===== config.mk =====
export PLATFORM = sky130hd
export DESIGN_NAME = bmpl_ctrl
export DESIGN_NICKNAME = d
export VERILOG_FILES = /design/src/design/bmpl_pkg.sv /design/src/design/bmpl_ctrl.sv
export SDC_FILE = /design/constraint.sdc
export NUM_CORES = 1
export LEC_CHECK = 0
export BUFFER_PORTS_ARGS = -buffer_cell sky130_fd_sc_hd__buf_4
export CORE_ASPECT_RATIO = 1.5
export CORE_UTILIZATION = 45
export CTS_CLUSTER_DIAMETER = 50
export CTS_CLUSTER_SIZE = 24
export DETAILED_ROUTE_END_ITERATION = 10
export PLACE_DENSITY = 0.77
export REMOVE_ABC_BUFFERS = 1
export SETUP_SLACK_MARGIN = 0.1
export SKIP_CTS_REPAIR_TIMING = 1
export SYNTH_ARGS = -nofsm -noshare
export SYNTH_HDL_FRONTEND = slang
export SYNTH_SLANG_ARGS = --single-unit

===== constraint.sdc =====
create_clock -name clk -period 3.2 [get_ports clk]
set_clock_uncertainty 0.2 [all_clocks]
set_input_delay 0.64 -clock clk [delete_from_list [all_inputs] [get_ports clk]]
set_output_delay 0.64 -clock clk [all_outputs]
set_load 0.1 [all_outputs]

===== src/design/bmpl_pkg.sv =====
// ----------------------------------------------------------------------------
// bmpl_pkg
// shared types and constants of the binomial residue block
// ----------------------------------------------------------------------------
`default_nettype none
package bmpl_pkg;
  localparam int RES_W = 14;
  localparam int LEN_W = 7; // counts digit and exponent steps

  // datapath operation codes
  typedef enum logic [3:0] {
    OP_NONE     = 4'd0,
    OP_LOAD     = 4'd1,  // latch n, k, p; acc <= 1 mod p
    OP_FILL0    = 4'd2,  // table[0] <= 1 mod p, idx <= 1
    OP_FILL     = 4'd3,  // start mult fact*idx
    OP_FILL_WR  = 4'd4,  // write product, idx++
    OP_DIG      = 4'd5,  // start n / p and k / p
    OP_RD_B     = 4'd6,  // read fact(b)
    OP_RD_AB    = 4'd7,  // read fact(a-b)
    OP_RD_A     = 4'd8,  // read fact(a)
    OP_POW_INIT = 4'd9,  // latch fact(a) into fa
    OP_POW_MUL  = 4'd10, // start acc*sq or sq*sq
    OP_POW_WR   = 4'd11, // write product back
    OP_ACC_MUL  = 4'd12, // start acc*fa, or fb*rd for den
    OP_ACC_WR   = 4'd13,
    OP_ZERO     = 4'd14
  } op_t;

  typedef struct packed {
    op_t  op;
    logic sel; // operand and write-back choice for the multi-step ops
  } cmd_t;

  typedef struct packed {
    logic mul_done;
    logic div_done;
    logic fill_end;  // idx reached p or depth
    logic nk_zero;   // n or k zero
    logic a_lt_b;
    logic exp_zero;
    logic exp_bit;
    logic bad;       // k > n or p out of range
    logic table_ok;
  } stat_t;
endpackage
`default_nettype wire


===== src/design/bmpl_ctrl.sv =====
// ----------------------------------------------------------------------------
// bmpl_ctrl
// sequencer: table build, digit loop, fermat power, output register
// ----------------------------------------------------------------------------
`default_nettype none
module bmpl_ctrl (
  input  logic                      clk,
  input  logic                      rst,
  input  logic                      in_valid,
  output logic                      in_ready,
  output logic                      out_valid,
  input  logic                      out_ready,
  input  logic [bmpl_pkg::RES_W-1:0] result,
  output logic [bmpl_pkg::RES_W-1:0] out_data,
  input  bmpl_pkg::stat_t           stat,
  output bmpl_pkg::cmd_t            cmd
);
  import bmpl_pkg::*;

  typedef enum logic [15:0] {
    S_IDLE   = 16'h0001, S_FILL0 = 16'h0002, S_FILL = 16'h0004,
    S_FWAIT  = 16'h0008, S_DIG   = 16'h0010, S_DWAIT = 16'h0020,
    S_RDB    = 16'h0040, S_RDAB  = 16'h0080, S_RDA   = 16'h0100,
    S_DEN    = 16'h0200, S_DWR   = 16'h0400, S_POW   = 16'h0800,
    S_PWAIT  = 16'h1000, S_FIN   = 16'h2000, S_FWR   = 16'h4000,
    S_DONE   = 16'h8000
  } state_t;

  state_t state, state_next;
  logic   phase, phase_next;      // pow: 0 multiply acc, 1 square
  logic [1:0] fin, fin_next;      // final: inv*fact(a), then times the running product
  logic   load_out;

  assign in_ready = (state == S_IDLE) && (!out_valid || out_ready);

  always_comb begin
    state_next = state;
    phase_next = phase;
    fin_next = fin;
    cmd = '{op: OP_NONE, sel: 1'b0};
    load_out = 1'b0;
    case (state)
      S_IDLE: if (in_valid && in_ready) begin
        if (stat.bad) begin
          cmd.op = OP_LOAD; state_next = S_DONE;
          // zero result on bad query
        end else begin
          cmd.op = OP_LOAD;
          state_next = stat.table_ok ? S_DIG : S_FILL0;
        end
      end
      S_FILL0: begin cmd.op = OP_FILL0; state_next = S_FILL; end
      S_FILL: begin
        if (stat.fill_end) state_next = S_DIG;
        else begin cmd.op = OP_FILL; state_next = S_FWAIT; end
      end
      S_FWAIT: if (stat.mul_done) begin cmd.op = OP_FILL_WR; state_next = S_FILL; end
      S_DIG: begin
        if (stat.nk_zero) state_next = S_DONE;
        else begin cmd.op = OP_DIG; state_next = S_DWAIT; end
      end
      S_DWAIT: if (stat.div_done) begin
        if (stat.a_lt_b) begin cmd.op = OP_ZERO; state_next = S_DONE; end
        else begin cmd.op = OP_RD_B; state_next = S_RDB; end
      end
      S_RDB: begin cmd.op = OP_RD_AB; state_next = S_RDAB; end
      // fb holds fact(b); rd now fact(a-b)
      S_RDAB: begin cmd.op = OP_ACC_MUL; cmd.sel = 1'b1; state_next = S_DEN; end
      S_DEN: begin cmd.op = OP_RD_A; state_next = S_RDA; end
      S_RDA: begin cmd.op = OP_POW_INIT; state_next = S_DWR; end
      S_DWR: if (stat.mul_done) begin
        cmd.op = OP_ACC_WR; cmd.sel = 1'b1; phase_next = 1'b0; state_next = S_POW;
      end
      S_POW: begin
        if (stat.exp_zero) begin
          fin_next = 2'd0; state_next = S_FIN;
        end else if (!phase && !stat.exp_bit) begin
          phase_next = 1'b1;
        end else begin
          cmd.op = OP_POW_MUL; cmd.sel = phase; state_next = S_PWAIT;
        end
      end
      S_PWAIT: if (stat.mul_done) begin
        cmd.op = OP_POW_WR; cmd.sel = phase; phase_next = !phase; state_next = S_POW;
      end
      // first pass: acc = inv, fb = running product, fa = fact(a)
      S_FIN: begin cmd.op = OP_ACC_MUL; cmd.sel = 1'b0; state_next = S_FWR; end
      S_FWR: if (stat.mul_done) begin
        cmd.op = OP_ACC_WR; cmd.sel = 1'b0;
        fin_next = fin + 2'd1;
        state_next = (fin == 2'd1) ? S_DIG : S_FIN;
      end
      S_DONE: begin load_out = 1'b1; state_next = S_IDLE; end
      default: state_next = S_IDLE;
    endcase
  end

  always_ff @(posedge clk) begin
    if (rst) begin
      state <= S_IDLE;
      out_valid <= 1'b0;
      phase <= 1'b0;
      fin <= 2'd0;
    end else begin
      state <= state_next;
      phase <= phase_next;
      fin <= fin_next;
      if (load_out) out_valid <= 1'b1;
      else if (out_ready) out_valid <= 1'b0;
    end
  end
  always_ff @(posedge clk) if (load_out) out_data <= result;

  a_busy: assert property (@(posedge clk) disable iff (rst)
    state != S_IDLE |-> !in_ready) else $error("ready while busy");
  a_load: assert property (@(posedge clk) disable iff (rst)
    load_out |-> (!out_valid || out_ready)) else $error("output overrun");
  a_hold: assert property (@(posedge clk) disable iff (rst)
    out_valid && !out_ready |=> out_valid) else $error("result dropped");
endmodule
`default_nettype wire


==> flow_metrics.tcl, run 1 <==
set metrics [dict create \
    outcome "completed" \
    drive_above_1_share_pct 44.72 \
    yosysWarnings 0 \
    synthCells 178 \
    finalPower_mw 1.166 \
    layout_min_cycle_time_ns 3.098 \
    hold_end "fin[1]" \
    timing.rr.end "state[15]" \
    coreArea_sq_um 3716 \
    dieArea_sq_um 4203 \
    critPathTopFamily "simple AND/OR/NAND/NOR gates" \
    clockRootBuffer "clkbuf_8" \
    grt_max_degree 15 \
    netlist-cell-type-count 54 \
    hpwl_um 3802 \
    cp-start-kind "register" \
    endpoint_kind "output port" \
    reg2reg_from "state[1]" \
    slowest_delay_ns 0.50 \
    grt-ovfl-total 0 \
    max-vdd-ir-drop_mv 0.4922 \
    dpl_cell_area_sq_um 2287 \
    maxCapViolations 0 \
    relSlewSlack_pct 60.13 \
    synth_area_leaders "edfxtp_1, dfxtp_1, nor4b_1" \
    finalHoldViolCount 0 \
    port_buffers 47 \
    antenna_cells 0 \
    clk_pin_slew_ns 0.07 \
    multi_input_area_sq_um 980.9 \
    row_count 27 \
    drtIter0Drc 91 \
    min_path_type "reg -> reg" \
    syn_area_per_cell_sq_um 9.967 \
    whs_path_depth 2 \
    nets 273 \
    timing.setup.tns_ns 0 \
    synth.largest_area_cell "edfxtp_1" \
    setup_viol 0 \
    layoutNonFillerInstCount 289 \
    path_buf_inv 2 \
    crit_type "reg -> out" \
    cts_tree "yes" \
    avgViaCountPerCell 6.014 \
    postRouteAntennaNets 0 \
    routed_wl_um 5025 \
    cts.sinks 34 \
    wl_per_cell_um 17.39 \
    async_flop_share_pct 0 \
    whs_ns 0.2551 \
    globalplace.congestion 0.9212 \
    yosys_register_bits 34 \
    die_x_um 53.27 \
    cts_made_buffers 5 \
    seqCellArea_sq_um 844.6 \
    yosysTopAreaCellShare_pct 23.70 \
    seq_area_frac_synth_pct 46.26 \
    ios 48 \
    reg2reg_depth 7 \
    worstPathRequired_ns 2.36 \
    fin_ws_ns 0.1022 \
    synth-edff-count 14 \
    min_from "fin[1]" \
    num_vias 1738 \
    cp_max_fo 9 \
    drc 0 \
    place_worst_setup_slack_ns 0.05518 \
    clk_latency_ns 0.29 \
    final_area_sq_um 2535 \
    ys.flop_type "dfxtp_1" \
    grt_pass1_vias 1690 \
    reg2reg_setup_slack_ns 0.70 \
    fin_crit_sh_pct 96.81 \
    p_leak_nw 0.9773 \
    fillers 313 \
    track_usage_pct 25.56 \
    slowest_stage "or4b_4" \
    p_per_area_nw_per_um2 460.0 \
    htree_levels 2 \
    cts_max_path_buffers 2 \
    crit_chain "nor4_4 -> buf_6 -> and2_2 -> and4_4 -> o21ai_2 -> o21a_1 -> or4b_4 -> buf_12" \
    initial_core_util_pct 47.74 \
    syn-cell-area_sq_um 1774 \
    area_delta_synth_final_pct 42.88 \
    fmax_mhz 322.8 \
    rsz0062_at_grt "true" \
    grt_pass1_wl_um 7707 \
    dp.cells 280 \
    worst_pin_slew_ns 0.5954 \
    worstPathArrival_ns 2.26 \
    fin_util_pct 68.22 \
    antenna_found_initial 0 \
    slew_violations 0 \
    die_h_um 78.90 \
    dr.pass1.iters 4 \
]
worst register-to-register path, delay by kind of cell, from the launching register on:
kind	cells	cell delay, ns
flip-flops	1	0.34
AND/OR/NAND/NOR	2	0.61
buffers and inverters	1	0.15
AO/OA/AOI/OAI	4	1.08
power by group:
| part | internal (mW) | total (mW) | switching, mW |
|---|---|---|---|
| clock network | 0.149 | 0.305 | 0.157 |
| registers | 0.464 | 0.475 | 0.0109 |
| logic | 0.141 | 0.386 | 0.245 |
| total | 0.754 | 1.17 | 0.412 |
worst max-delay path by stage:
| stage | start | end | slack [ns] | cells past startpoint |
|---|---|---|---|---|
| final | state[5] | cmd[3] | 0.10 | 8 |
| after global routing | state[14] | cmd[1] | 0.04 | 8 |
| after CTS | state[5] | cmd[3] | -0.27 | 8 |
| after detailed placement | state[5] | cmd[3] | 0.06 | 8 |
| after global placement | state[5] | cmd[3] | 0.10 | 8 |
| after floorplan | state[1] | cmd[1] | -0.53 | 6 |
per-layer routing:
metal	wire length (um)	track usage, %	up-vias
li1	-	-	824
met4	130	11.05	0
met5	0	0	-
met2	2635	46.88	106
met1	1835	26.51	794
met3	424	5.172	14
synth_stat cells (4+ instances only):
cell / number
inv_1: 5
nand2b_1: 5
nand4_1: 5
nor4_1: 4
nor4b_1: 13
nand2_1: 10
nor2b_1: 4
a21oi_1: 8
edfxtp_1: 14
dfxtp_1: 20
nand3_1: 6
nor2_1: 20
o21ai_0: 5
final cells by class:
| type | instances | area share (%) |
|---|---|---|
| Clock buffer | 5 | 2.715 |
| Clock inverter | 3 | 0.6417 |
| Inverter | 5 | 0.7404 |
| Multi-Input combinational cell | 133 | 38.70 |
| Sequential cell | 34 | 33.32 |
| Tap cell | 43 | 2.122 |
| Timing Repair Buffer | 66 | 21.77 |
registers in the layout, summed over array words and instances (netlist names):
| register | flops |
|---|---|
| out_valid | 1 |
| phase | 1 |
| fin | 2 |
| out_data | 14 |
| state | 16 |
cell usage in the layout, fill, tap and decap left out, drive strengths merged, types with 2 or more instances in the layout:
cell type  count
nor2          20
mux2i          2
nand4          5
or4b           2
nor2b          4
dfxtp         20
nor4b         13
clkbuf         5
a31oi          2
and2           4
clkinv         2
nor4           9
o21ai          5
nand2b         5
a22oi          3
a21o           2
nor3b          2
and4           2
a21oi          8
nor3           2
inv            5
and3           3
buf           66
edfxtp        14
nand2         10
xnor2          2
nand3          7
kinds of logic after synthesis:
kind of cell | synth area share [%]
DFF | 46.26
and+or+nand+nor | 34.49
AOI/OAI and AO/OA | 13.75
adders and majority gates | 0.7051
buffers and inverters | 2.680
xor gates and xnor gates | 0.9875
muxes | 1.128
No activity file was read; power rests on OpenSTA's default activity.
==> inputs of run 2 (changes only) <==
Settings changed: PLACE_DENSITY 0.77 to 0.71.
==> run 2 against run 1 <==
Net effect: sequential power about the same; total power rose by 1.5%; combinational power rose by 6.5%; critical path depth unchanged; clock power decreased by 2%; non-clock buffer count is 11 higher; utilization increased by 2.6 points; critical endpoint unchanged; die area unchanged; hold slack gained 0.0090 ns; maximum frequency shrank 0.60%.
==> flow_metrics.tcl, run 2 (synthesized netlist as in run 1, its figures left out) <==
set metrics [dict create \
    outcome "completed" \
    slew_violations 0 \
    die_h_um 78.90 \
    worstPathArrival_ns 2.28 \
    grt_pass1_vias 1790 \
    place_worst_setup_slack_ns 0.05855 \
    routed_wl_um 5528 \
    drtIter0Drc 103 \
    reg2reg_setup_slack_ns 0.58 \
    area_delta_synth_final_pct 48.38 \
    setup_viol 0 \
    globalplace.congestion 0.9527 \
    antenna_cells 0 \
    regMostFlops "state" \
    largest_reg_flops 16 \
    coreArea_sq_um 3716 \
    multi_input_area_sq_um 984.7 \
    layout_commonest_cell "buf_4" \
    ios 48 \
    finalPower_mw 1.183 \
    min_from "fin[1]" \
    final_area_sq_um 2633 \
    die_x_um 53.27 \
    htree_levels 2 \
    port_buffers 47 \
    clk_pin_slew_ns 0.07 \
    slowest_delay_ns 0.48 \
    sequentialPowerShare_pct 39.9 \
    drc 0 \
    cts.sinks 34 \
    drive_above_1_share_pct 47.86 \
    whs_path_depth 2 \
    seqCellArea_sq_um 859.6 \
    nets 284 \
    initial_core_util_pct 47.74 \
    final_cell_mix "buf_4, nor2_1, edfxtp_1" \
    max-vdd-ir-drop_mv 0.2935 \
    timing.rr.end "state[8]" \
    fin_ws_ns 0.08356 \
    relSlewSlack_pct 56.60 \
    dr.pass1.iters 5 \
    p_int_mw 0.7677 \
    min_path_type "reg -> reg" \
    dp.cells 279 \
    rsz0062_at_grt "true" \
    p_clk_share_pct 25.3 \
    fillers 295 \
    cts_made_buffers 5 \
    cp-start-kind "register" \
    track_usage_pct 26.80 \
    crit_chain "nor4_4 -> buf_4 -> and2_2 -> and4_4 -> o21ai_2 -> o21a_1 -> or4b_4 -> buf_12" \
    cp_max_fo 6 \
    grt_max_degree 15 \
    cts_tree "yes" \
    switching_share_pct 35.12 \
    clk_latency_ns 0.29 \
    power.switching_mw 0.4156 \
    dieArea_sq_um 4203 \
    postRouteAntennaNets 0 \
    worstSetupStartpoint "state[6]" \
    reg2reg_from "state[14]" \
    crit_type "reg -> out" \
    dpl_cell_area_sq_um 2280 \
    p_per_area_nw_per_um2 449.5 \
    worstPathRequired_ns 2.36 \
    path_buf_inv 2 \
    wl_per_cell_um 18.43 \
    clockRootBuffer "clkbuf_8" \
    cts_max_path_buffers 2 \
    endpoint_kind "output port" \
    fin_crit_sh_pct 97.39 \
    antenna_found_initial 0 \
    finalHoldViolCount 0 \
    layout_min_cycle_time_ns 3.116 \
    critPathTopFamily "simple AND/OR/NAND/NOR gates" \
    p_leak_nw 1.030 \
    hold_end "fin[1]" \
    hpwl_um 4187 \
    avgViaCountPerCell 6.240 \
    worst_pin_slew_ns 0.6419 \
    row_count 27 \
    cp.depth 8 \
    reg2reg_depth 6 \
    pwr-share-comb_pct 34.8 \
    maxCapViolations 0 \
    layoutNonFillerInstCount 300 \
    timing.setup.tns_ns 0 \
    num_vias 1872 \
    largestRegisters "state: 16 flops, out_data: 14 flops, fin: 2 flops" \
    grt-ovfl-total 0 \
    slowest_stage "or4b_4" \
    fmax_mhz 320.9 \
    grt_pass1_wl_um 8211 \
]
run 2: cell count changes in the layout (fill, tap and decap cells not counted), sizes merged:
cell	delta
buf	+11
clkbuf	+1
clkinvlp	-1
run 2: routing by layer:
metal / GRT usage, % / share of wire, % / up-vias
met4: 16.05 / 6.2 / 0
li1: - / - / 844
met3: 4.406 / 6.7 / 37
met1: 27.75 / 35 / 873
met5: 0 / 0 / -
met2: 47.75 / 52 / 118
run 2: area by class of cell:
type	count	area share [%]
multi-input cells	133	37.40
repair buffers	77	24.10
inverters	5	0.7129
clock inverters	2	0.3327
clock buffers	6	2.757
flip-flops and latches	34	32.65
well taps	43	2.044
run 2: worst reg2reg max path, cell delays in order (launching register included):
cell     delay (ns)
dfxtp_4        0.36
nor4_4         0.34
buf_4          0.21
nand3_2        0.14
or4_4          0.53
a31o_2         0.33
nor4_1         0.35
run 2: per-stage QoR:
step                hold slack, ns  util [%]
finish                      0.2642     70.84
detailed placement          0.2558     61.35
global route                0.2917     70.84
CTS                         0.2649     63.54
global placement            0.2420     61.35
floorplan                   0.2303         -
run 2: power by group through the flow:
stage / clock [mW] / combinational, mW / sequential [mW]
3_5_place_dp: 0 / 0.349 / 0.484
5_1_grt: 0.324 / 0.429 / 0.474
3_3_place_gp: 0 / 0.347 / 0.484
4_1_cts: 0.302 / 0.349 / 0.475
2_1_floorplan: 0 / 0.190 / 0.523
6_report: 0.299 / 0.411 / 0.473
run 2: worst max path at each step:
stage / endpoint / slack [ns]
6_report: cmd[3] / 0.08
5_1_grt: cmd[3] / 0.02
4_1_cts: cmd[3] / -0.26
3_5_place_dp: cmd[3] / 0.06
3_3_place_gp: cmd[3] / 0.05
2_1_floorplan: cmd[1] / -0.53
